===== src/hw/rtl/rtas_pkg.sv =====
// ----------------------------------------------------------------------------
// rtas_pkg
// Shared types and constants for the retransmit-table ARQ sender core.
// ----------------------------------------------------------------------------
package rtas_pkg;

   localparam int TABLE_DEPTH = 16;
   localparam int IDX_W       = $clog2(TABLE_DEPTH);

   localparam logic [IDX_W-1:0] LAST_IDX = IDX_W'(TABLE_DEPTH - 1);

   localparam logic [19:0] TIMEOUT_RESET = 20'd2000;
   localparam logic [15:0] SEQ_RESET     = 16'd1;

   // operation codes of a request item
   localparam logic [1:0] OP_SEND = 2'd0;
   localparam logic [1:0] OP_ACK  = 2'd1;
   localparam logic [1:0] OP_TICK = 2'd2;
   localparam logic [1:0] OP_SCAN = 2'd3;

   // result kinds
   localparam logic [2:0] KIND_NEW         = 3'd0;
   localparam logic [2:0] KIND_RETX        = 3'd1;
   localparam logic [2:0] KIND_ACK_OK      = 3'd2;
   localparam logic [2:0] KIND_ACK_UNKNOWN = 3'd3;
   localparam logic [2:0] KIND_FULL        = 3'd4;
   localparam logic [2:0] KIND_NOTHING     = 3'd5;

   typedef enum logic [1:0] {
      ST_IDLE,
      ST_WALK,
      ST_FINISH
   } state_type;

   typedef struct packed {
      logic [1:0]  op;
      logic [7:0]  data_byte;
      logic [7:0]  dest_id;
      logic [15:0] ack_seq;
   } req_item_type;

   typedef struct packed {
      logic [2:0]  kind;
      logic [7:0]  frame_byte;
      logic [7:0]  frame_dest;
      logic [15:0] frame_seq;
      logic        last;
   } rsp_item_type;

   // write command into the slot table
   typedef struct packed {
      logic             fill;
      logic             free;
      logic             restamp;
      logic [IDX_W-1:0] idx;
      logic [7:0]       data_byte;
      logic [7:0]       dest_id;
      logic [15:0]      seq;
      logic [31:0]      stamp;
   } tbl_wr_type;

   // one slot as seen by the sequencer
   typedef struct packed {
      logic        valid;
      logic [7:0]  data_byte;
      logic [7:0]  dest_id;
      logic [15:0] seq;
      logic [31:0] stamp;
   } tbl_entry_type;

endpackage


===== src/hw/rtl/rtas_table.sv =====
// ----------------------------------------------------------------------------
// rtas_table
// Slot table of unacknowledged items: valid bits, payload, sequence, stamp.
// ----------------------------------------------------------------------------
module rtas_table
   import rtas_pkg::*;
(
   input  logic             clock,
   input  logic             reset,
   input  logic [IDX_W-1:0] rd_idx,
   input  tbl_wr_type       wr,
   output tbl_entry_type    rd_entry
);

   logic [TABLE_DEPTH-1:0] valid_ff;
   logic [7:0]             byte_ff  [TABLE_DEPTH];
   logic [7:0]             dest_ff  [TABLE_DEPTH];
   logic [15:0]            seq_ff   [TABLE_DEPTH];
   logic [31:0]            stamp_ff [TABLE_DEPTH];

   always_ff @(posedge clock) begin
      if (reset) begin
         valid_ff <= '0;
      end else if (wr.fill) begin
         valid_ff[wr.idx] <= 1'b1;
      end else if (wr.free) begin
         valid_ff[wr.idx] <= 1'b0;
      end
   end

   always_ff @(posedge clock) begin
      if (wr.fill) begin
         byte_ff[wr.idx] <= wr.data_byte;
         dest_ff[wr.idx] <= wr.dest_id;
         seq_ff[wr.idx]  <= wr.seq;
      end
      if (wr.fill || wr.restamp) begin
         stamp_ff[wr.idx] <= wr.stamp;
      end
   end

   assign rd_entry.valid     = valid_ff[rd_idx];
   assign rd_entry.data_byte = byte_ff[rd_idx];
   assign rd_entry.dest_id   = dest_ff[rd_idx];
   assign rd_entry.seq       = seq_ff[rd_idx];
   assign rd_entry.stamp     = stamp_ff[rd_idx];

endmodule


===== src/hw/rtl/retransmit_table_arq_sender_core.sv =====
// ----------------------------------------------------------------------------
// retransmit_table_arq_sender_core
// Sender side of a reliable-datagram scheme: numbers outgoing bytes, keeps
// them in a table until acknowledged, and retransmits entries that time out.
// ----------------------------------------------------------------------------
//
//   channel   ports                        handshake
//   -------   --------------------------   ------------------------------
//   request   start, busy, req_item        taken when start & !busy
//   result    rsp_strobe, rsp_item         one cycle per item, no stall
//   config    csr_wr_en, csr_wr_data       written when csr_wr_en is high
//
// A tick is handled in ST_IDLE itself. Send and ack walk the slot table one slot
// per cycle and stop at the first hit: a free slot for send, a sequence match
// from the shared compare unit for ack. A scan walks all TABLE_DEPTH slots, then
// passes through ST_FINISH to flag the final retransmit or report nothing due.
// Results appear on the cycle after the one that decides them.
// Reset clears the valid bits at once; no clearing pass is needed.
// The receiver cannot stall: every result is driven for exactly one cycle.
// ----------------------------------------------------------------------------
module retransmit_table_arq_sender_core
   import rtas_pkg::*;
(
   input  logic         clock,
   input  logic         reset,
   // request channel
   input  logic         start,
   output logic         busy,
   input  req_item_type req_item,
   // result channel
   output logic         rsp_strobe,
   output rsp_item_type rsp_item,
   // configuration
   input  logic         csr_wr_en,
   input  logic [19:0]  csr_wr_data
);

   state_type     state_ff, state_in;
   logic [IDX_W-1:0] idx_ff, idx_in;
   req_item_type  req_ff, req_in;
   logic [15:0]   next_seq_ff, next_seq_in;
   logic [31:0]   now_ff, now_in;
   logic [19:0]   timeout_ff;
   logic          pend_valid_ff, pend_valid_in;
   rsp_item_type  pend_ff, pend_in;
   logic          rsp_strobe_ff, rsp_strobe_in;
   rsp_item_type  rsp_ff, rsp_in;

   tbl_wr_type    tbl_wr;
   tbl_entry_type entry;

   logic [31:0]   age;
   logic          due;
   logic          match;
   logic          last_slot;

   function automatic rsp_item_type make_rsp(input logic [2:0]  kind,
                                             input logic [7:0]  fbyte,
                                             input logic [7:0]  fdest,
                                             input logic [15:0] fseq,
                                             input logic        flast);
      rsp_item_type r;
      r.kind       = kind;
      r.frame_byte = fbyte;
      r.frame_dest = fdest;
      r.frame_seq  = fseq;
      r.last       = flast;
      return r;
   endfunction

   rtas_table u_table (
      .clock    (clock),
      .reset    (reset),
      .rd_idx   (idx_ff),
      .wr       (tbl_wr),
      .rd_entry (entry)
   );

   // shared compare unit: age test for scan, sequence match for ack
   assign age       = now_ff - entry.stamp;
   assign due       = entry.valid && (age > {12'd0, timeout_ff});
   assign match     = entry.valid && (entry.seq == req_ff.ack_seq);
   assign last_slot = (idx_ff == LAST_IDX);

   assign busy       = (state_ff != ST_IDLE);
   assign rsp_strobe = rsp_strobe_ff;
   assign rsp_item   = rsp_ff;

   always_comb begin
      state_in      = state_ff;
      idx_in        = idx_ff;
      req_in        = req_ff;
      next_seq_in   = next_seq_ff;
      now_in        = now_ff;
      pend_valid_in = pend_valid_ff;
      pend_in       = pend_ff;
      rsp_strobe_in = 1'b0;
      rsp_in        = rsp_ff;
      tbl_wr        = '0;
      tbl_wr.idx    = idx_ff;

      case (state_ff)
         ST_IDLE: begin
            if (start) begin
               req_in        = req_item;
               idx_in        = '0;
               pend_valid_in = 1'b0;
               if (req_item.op == OP_TICK) begin
                  // advance time and report nothing
                  now_in        = now_ff + 32'd1;
                  rsp_strobe_in = 1'b1;
                  rsp_in        = make_rsp(KIND_NOTHING, 8'd0, 8'd0, 16'd0, 1'b1);
               end else begin
                  state_in = ST_WALK;
               end
            end
         end

         ST_WALK: begin
            case (req_ff.op)
               OP_SEND: begin
                  if (!entry.valid) begin
                     // file the byte in the first free slot
                     tbl_wr.fill      = 1'b1;
                     tbl_wr.data_byte = req_ff.data_byte;
                     tbl_wr.dest_id   = req_ff.dest_id;
                     tbl_wr.seq       = next_seq_ff;
                     tbl_wr.stamp     = now_ff;
                     next_seq_in      = next_seq_ff + 16'd1;
                     rsp_strobe_in    = 1'b1;
                     rsp_in           = make_rsp(KIND_NEW, req_ff.data_byte,
                                                 req_ff.dest_id, next_seq_ff, 1'b1);
                     state_in         = ST_IDLE;
                  end else if (last_slot) begin
                     rsp_strobe_in = 1'b1;
                     rsp_in        = make_rsp(KIND_FULL, req_ff.data_byte,
                                              req_ff.dest_id, 16'd0, 1'b1);
                     state_in      = ST_IDLE;
                  end else begin
                     idx_in = idx_ff + 1'b1;
                  end
               end

               OP_ACK: begin
                  if (match) begin
                     // drop the acknowledged entry
                     tbl_wr.free   = 1'b1;
                     rsp_strobe_in = 1'b1;
                     rsp_in        = make_rsp(KIND_ACK_OK, entry.data_byte,
                                              entry.dest_id, req_ff.ack_seq, 1'b1);
                     state_in      = ST_IDLE;
                  end else if (last_slot) begin
                     rsp_strobe_in = 1'b1;
                     rsp_in        = make_rsp(KIND_ACK_UNKNOWN, 8'd0, 8'd0,
                                              req_ff.ack_seq, 1'b1);
                     state_in      = ST_IDLE;
                  end else begin
                     idx_in = idx_ff + 1'b1;
                  end
               end

               OP_SCAN: begin
                  if (due) begin
                     // restamp and hold this frame until we know if it is last
                     tbl_wr.restamp = 1'b1;
                     tbl_wr.stamp   = now_ff;
                     if (pend_valid_ff) begin
                        rsp_strobe_in = 1'b1;
                        rsp_in        = pend_ff;
                     end
                     pend_valid_in = 1'b1;
                     pend_in       = make_rsp(KIND_RETX, entry.data_byte,
                                              entry.dest_id, entry.seq, 1'b0);
                  end
                  if (last_slot) begin
                     state_in = ST_FINISH;
                  end else begin
                     idx_in = idx_ff + 1'b1;
                  end
               end

               default: begin
                  state_in = ST_IDLE;
               end
            endcase
         end

         ST_FINISH: begin
            // flush the held frame as the final one, or report nothing due
            rsp_strobe_in = 1'b1;
            if (pend_valid_ff) begin
               rsp_in      = pend_ff;
               rsp_in.last = 1'b1;
            end else begin
               rsp_in = make_rsp(KIND_NOTHING, 8'd0, 8'd0, 16'd0, 1'b1);
            end
            pend_valid_in = 1'b0;
            state_in      = ST_IDLE;
         end

         default: begin
            state_in = ST_IDLE;
         end
      endcase
   end

   // control state
   always_ff @(posedge clock) begin
      if (reset) begin
         state_ff      <= ST_IDLE;
         next_seq_ff   <= SEQ_RESET;
         now_ff        <= '0;
         timeout_ff    <= TIMEOUT_RESET;
         pend_valid_ff <= 1'b0;
         rsp_strobe_ff <= 1'b0;
      end else begin
         state_ff      <= state_in;
         next_seq_ff   <= next_seq_in;
         now_ff        <= now_in;
         pend_valid_ff <= pend_valid_in;
         rsp_strobe_ff <= rsp_strobe_in;
         if (csr_wr_en) begin
            timeout_ff <= csr_wr_data;
         end
      end
   end

   // payload
   always_ff @(posedge clock) begin
      idx_ff  <= idx_in;
      req_ff  <= req_in;
      pend_ff <= pend_in;
      rsp_ff  <= rsp_in;
   end

endmodule


===== config.mk =====
export PLATFORM = sky130hd
export DESIGN_NAME = retransmit_table_arq_sender_core
export DESIGN_NICKNAME = d
export VERILOG_FILES = /design/src/hw/rtl/rtas_pkg.sv /design/src/hw/rtl/rtas_table.sv /design/src/hw/rtl/retransmit_table_arq_sender_core.sv
export SDC_FILE = /design/constraint.sdc
export NUM_CORES = 1
export LEC_CHECK = 0
export BUFFER_PORTS_ARGS = -buffer_cell sky130_fd_sc_hd__clkbuf_2
export CORE_AREA = 10 10 390 392
export CTS_CLUSTER_DIAMETER = 120
export DETAILED_ROUTE_END_ITERATION = 16
export DIE_AREA = 0 0 400 402
export GPL_ROUTABILITY_DRIVEN = 0
export PLACE_DENSITY = 0.48
export SYNTH_ARGS = -nofsm -noshare
export SYNTH_HDL_FRONTEND = slang
export SYNTH_SLANG_ARGS = --single-unit

===== constraint.sdc =====
create_clock -name clock -period 16.55 [get_ports clock]
set_input_delay 0 -clock clock [delete_from_list [all_inputs] [get_ports clock]]
set_output_delay 0 -clock clock [all_outputs]
set_load 0.1 [all_outputs]

; ---- After elaboration in Yosys (flattened, before gate mapping)
; Memories as Yosys holds them, arrays and structs flattened. A register that Yosys moved wholly into a read port is not among the register bits.
; Index checks and enable logic that the tools add are counted.
[op_classes]
addsub = 4
mul = 0
div = 0
order_cmp = 3
eq_ne = 20
shifts = 0
n_mux = 64
bitwise = 4
n_reduce_logical = 18
[ops]
columns = cell, count
row1 = $mux W36, 9
row2 = $pmux W36 S3, 2
row3 = $mux W64, 2
row4 = $mux W32, 2
row5 = $pmux W32 S2, 1
row6 = $add A32 B1 Y32 const B, 1
row7 = $gt A32 B20 Y1, 1
row8 = $mux W16, 2
row9 = $mux W4, 8
row10 = $sub A32 B32 Y32, 1
row11 = $mux W1, 22
row12 = $add A16 B1 Y16 const B, 1
row13 = $and A16 B16 Y16, 1
row14 = $eq A16 B16 Y1, 1
row15 = $not A16 Y16, 1
row16 = $or A16 B16 Y16, 1
row17 = $ne A3 B3 Y1 const B, 5
row18 = $mux W2, 6
row19 = $pmux W4 S3, 1
row20 = $reduce_and A3 Y1, 4
row21 = $pmux W1 S3, 3
row22 = $ne A2 B2 Y1 const B, 4
row23 = $ne A4 B4 Y1 const B, 2
row24 = $pmux W4 S2, 1
row25 = other kinds (23), 31
[word_totals]
ff_bits = 194
latchBits = 0
ramBits = 1024
romBits = 0
inputBits = 58
output_inout_bits = 38
mem_count = 4
[mem_list]
columns = name, depth, width, rd, rd_clocked_by_memory_dff, write_ports, line_no
row1 = u_table.stamp_ff, 16, 32, 1, 1, 1, rtas_table.sv:19  ; logic [31:0] stamp_ff [TABLE_DEPTH];
row2 = u_table.seq_ff, 16, 16, 1, 1, 1, rtas_table.sv:18  ; logic [15:0] seq_ff [TABLE_DEPTH];
row3 = u_table.byte_ff, 16, 8, 1, 1, 1, rtas_table.sv:16  ; logic [7:0] byte_ff [TABLE_DEPTH];
row4 = u_table.dest_ff, 16, 8, 1, 1, 1, rtas_table.sv:17  ; logic [7:0] dest_ff [TABLE_DEPTH];

; ---- Depth between registers and ports, before layout
[logic_depth]
depth_word = 9
depth_mapped = 29
mapped_depth_nobuf = 21

; ---- Hierarchy
; Synthesis repeated with hierarchy kept, for this count alone.
[unflattened]
cells_unflattened = 2865
hier_area_um2 = 50079.3
[by_module_without_submodules]
columns = module, instances, cells_per_inst, area_per_inst_um2, seq_area_each_um2
row1 = rtas_table, 1, 1704, 39298.9, 31069.8
row2 = retransmit_table_arq_sender_core, 1, 1161, 10780.3, 4624.4

; ---- Worst setup path after synthesis
; OpenSTA, ideal clock, no wires.
[synth_timing]
path_type = register to register
startpoint = register with a tool-made name
endpoint = register rsp_ff, in the netlist rsp_item[0] (enable)
arrival_ns = 7.596
path_slack_ns = 8.512
stages_incl_launch_ff = 26
synth_period_minus_slack_ns = 8.038
path_cell_list = dfxtp_1 > buf_2 > buf_6 > buf_4 > buf_1 > buf_2 > buf_1 > mux4_2 > mux4_2 > inv_1 > ha_1 > o211ai_1 > a21oi_1 > o41a_1 > a211oi_1 > xnor2_1 > ha_1 > nand4_1 > or3_1 > a21oi_1 > nand4b_1 > a211oi_1 > nand4_1 > or4_1 > nor4_1 > o22ai_1
[synth_rtl]
columns = element, line_no
row1 = to (signal assigned), retransmit_table_arq_sender_core.sv:233  ; rsp_ff <= rsp_in;
row2 = to (decl), retransmit_table_arq_sender_core.sv:47  ; rsp_item_type rsp_ff, rsp_in;

==> run metrics <==
PwrDens ~120 mW/mm^2; hpwl dp about 77000 um; Num CTS Buffers 137; final setup fails 0; core area roughly 0.14 mm^2; Final #Nets around 3.1k; Root Driver clkbuf_16; antenna violations before repair 1; fin. max-slew vios 0; Die W 400 um; Total Routing Usage GR between 10% and 20%; Synth top area share between 60% and 70%; Synthesized Nets 2838; Worst-Margin Slew 1239 ps; NetSw roughly 1800 uW; count of input and output buffers 95; clock skew 32.44 ps; fraction of registers with async set/reset 0%; Mapped Avg Cell Area around 19 um^2; DR vias/cell ~5.3; first drt pass iteration count 8; final WL about 130000 um; # DRC 0; count of cell types in the netlist 77; CP max FO 35; synthesis-stage register bit count 1222; Worst setup SP type flip-flop; CTS tree built; Worst setup EP type flip-flop; Net Sw Frac about a quarter; num rows 140; Clock transition at path regs approximately 60 ps; Comb pwr share about an eighth; proportion of power drawn by the clock network about two fifths; ANT nets after route 0; Leak Pwr between 0.015 and 0.02 uW; setup TNS 0 ps; Clock H-tree levels 4; RSZ-0062 raised after global routing no; worst hold margin approximately 190 ps; # resized after CTS 0; Detailed Route Iter0 Violations 2150; Peak VDD IR about 0.077 mV; Slew headroom about 17%; Top FF cell, synth edfxtp_1; Seq pwr share 46.9%; first-pass GRT wire length between 150000 and 200000 um; outcome complete, no violations; commonest non-fill, non-tap cell in the layout edfxtp_1; synth warn 0; die height approximately 400 um; vias 26.57k; Max Freq about 110 MHz; Post-CTS Setup Bufs 0; post-route cell area between 0.05 and 0.06 mm^2; Ant. Diodes 0; sequential fraction of the synthesis area 71.25%; internal power around 5500 uW; Syn Inst Count 2713; Remaining Overflow, GRT 0; clock sink count between 1k and 1.5k; Post-synth EDFFs 1130; FILL cells approximately 13k; vias in the first global route around 28k; Syn Std Cell Area 0.05021 mm^2; largest net degree at the start of global routing 67; crit path DAT 9670 ps; hold-fix buffers at CTS 130; initial core utilization between 30% and 40%; Placed Instances 4645; commonest cells after routing, fill and taps aside 1130 x edfxtp_1, 313 x mux4_2, 143 x clkbuf_16, 130 x dlygate4sd3_1, 114 x nor2_1; clock latency on the worst-skew pair 770 ps; layout overhead on the synthesized area 17.46%; area of placed instances ~0.053 mm^2; die area between 0.15 and 0.2 mm^2; Final Hold Vio Count 0; min-delay worst type in -> reg; fraction of layout cells with a size suffix above 1 about a quarter; Setup CP Type reg -> reg; dominant cell type by area after synthesis edfxtp_1; max cap viols 0; clk buf depth 3; Final Non-Filler Cells around 5.0k; Wirelength per Cell around 27 um; top post-synthesis cells by area edfxtp_1 68%, mux4_2 14%, dfxtp_1 3.7%, ha_1 1.6%, mux2i_1 1.2%; minimum clock period between 9000 and 10000 ps; WP data required roughly 17000 ps; I/O pin count 96; Final period util ~56%
## kinds of logic after synthesis
kind of cell	share of synthesized area, %
buf+inv	1.767
compound gates	4.366
fa+ha+maj	1.685
simple gates	4.221
mux	15.35
xor+xnor	1.361
flops	71.25
## metrics by stage
stage / setup slack (ps) / util [%] / power (uW)
after global placement: 7176 / 36.88 / 4446
after global routing: 6574 / 40.81 / 7611
after floorplan: 8512 / - / 4155
after detailed placement: 7187 / 36.88 / 4449
final: 7221 / 40.81 / 7316
after CTS: 7172 / 40.79 / 7419
## worst paths after layout
path	startpoint	to	slack (ps)	depth (start not counted)
max	flip-flop	u_table.stamp_ff[9][15]	7220	23
min	req_item[33]	state_ff[0]	190	5
max reg2reg	flip-flop	u_table.stamp_ff[9][15]	7220	23
min reg2reg	state_ff[0]	state_ff[0]	530	2
## worst max-delay path, cell delays in order (launching register included)
cell and delay (ps):
dfxtp_4 770, buf_4 650, buf_4 630, mux4_2 580
mux4_2 460, inv_1 170, ha_1 330, nand2_1 150
a2111oi_0 80, o41a_1 130, a211oi_1 600, xnor2_1 160
ha_1 330, nand4_1 130, or3_1 450, nor3_1 270
nor2_1 80, a211oi_1 290, nand4_1 160, or4_1 540
o31ai_4 280, buf_4 310, buf_4 720, a21oi_1 520
## registers in the layout, summed over array words and instances, names as in the netlist, 2 cells and up, named ones only
register	cells
u_table.stamp_ff	512
u_table.seq_ff	256
u_table.byte_ff	128
u_table.dest_ff	128
rsp_item	36
req_ff	34
now_ff	32
pend_ff	32
timeout_ff	20
next_seq_ff	16
idx_ff	4
state_ff	2
## cell type report
type                            instances  area, um^2  share of cell area (%)
Sequential cell                      1222       35790                   60.69
Multi-Input combinational cell       1275       13930                   23.62
Clock buffer                          180        3767                   6.388
Tap cell                             1917        2399                   4.067
Timing Repair Buffer                  285        2227                   3.776
Clock inverter                         66       580.6                  0.9844
Inverter                               76       285.3                  0.4837
## power by group through the flow
stage	combinational (uW)	clock (uW)	sequential [uW]
after floorplan	639	0	3520
after global placement	950	0	3500
after detailed placement	952	0	3500
after CTS	982	3000	3430
after global routing	1040	3140	3430
final	963	2920	3430
## cell usage after synthesis (4+ instances only)
cell type / count
edfxtp_1: 1130
mux4_2: 313
nor2_1: 130
a21oi_1: 103
nand2_1: 98
dfxtp_1: 92
inv_1: 75
clkbuf_1: 73
ha_1: 66
mux2i_1: 61
o21ai_0: 53
and2_1: 49
xnor2_1: 43
nand2b_1: 37
xor2_1: 35
a21o_1: 31
buf_1: 31
nand3_1: 29
buf_2: 28
nand4_1: 26
a22o_1: 17
a222oi_1: 16
o221a_2: 16
and3_1: 14
o211ai_1: 14
nor3_1: 13
or3_1: 12
a211oi_1: 10
o22ai_1: 6
buf_4: 5
nor2b_1: 5
o21a_1: 5
a221oi_1: 4
a31oi_1: 4
nor4_1: 4
o21bai_1: 4
## layer usage
metal / wire (um) / vias to the layer above / share of wire (%) / global-route usage (%)
li1: - / 11560 / - / -
met1: 54570 / 14020 / 41 / 20.90
met2: 68920 / 794 / 51 / 28.74
met3: 6369 / 204 / 4.8 / 2.827
met4: 4058 / 0 / 3.0 / 5.696
met5: 0 / - / 0 / 0
Power figures use the tool's default switching activity.
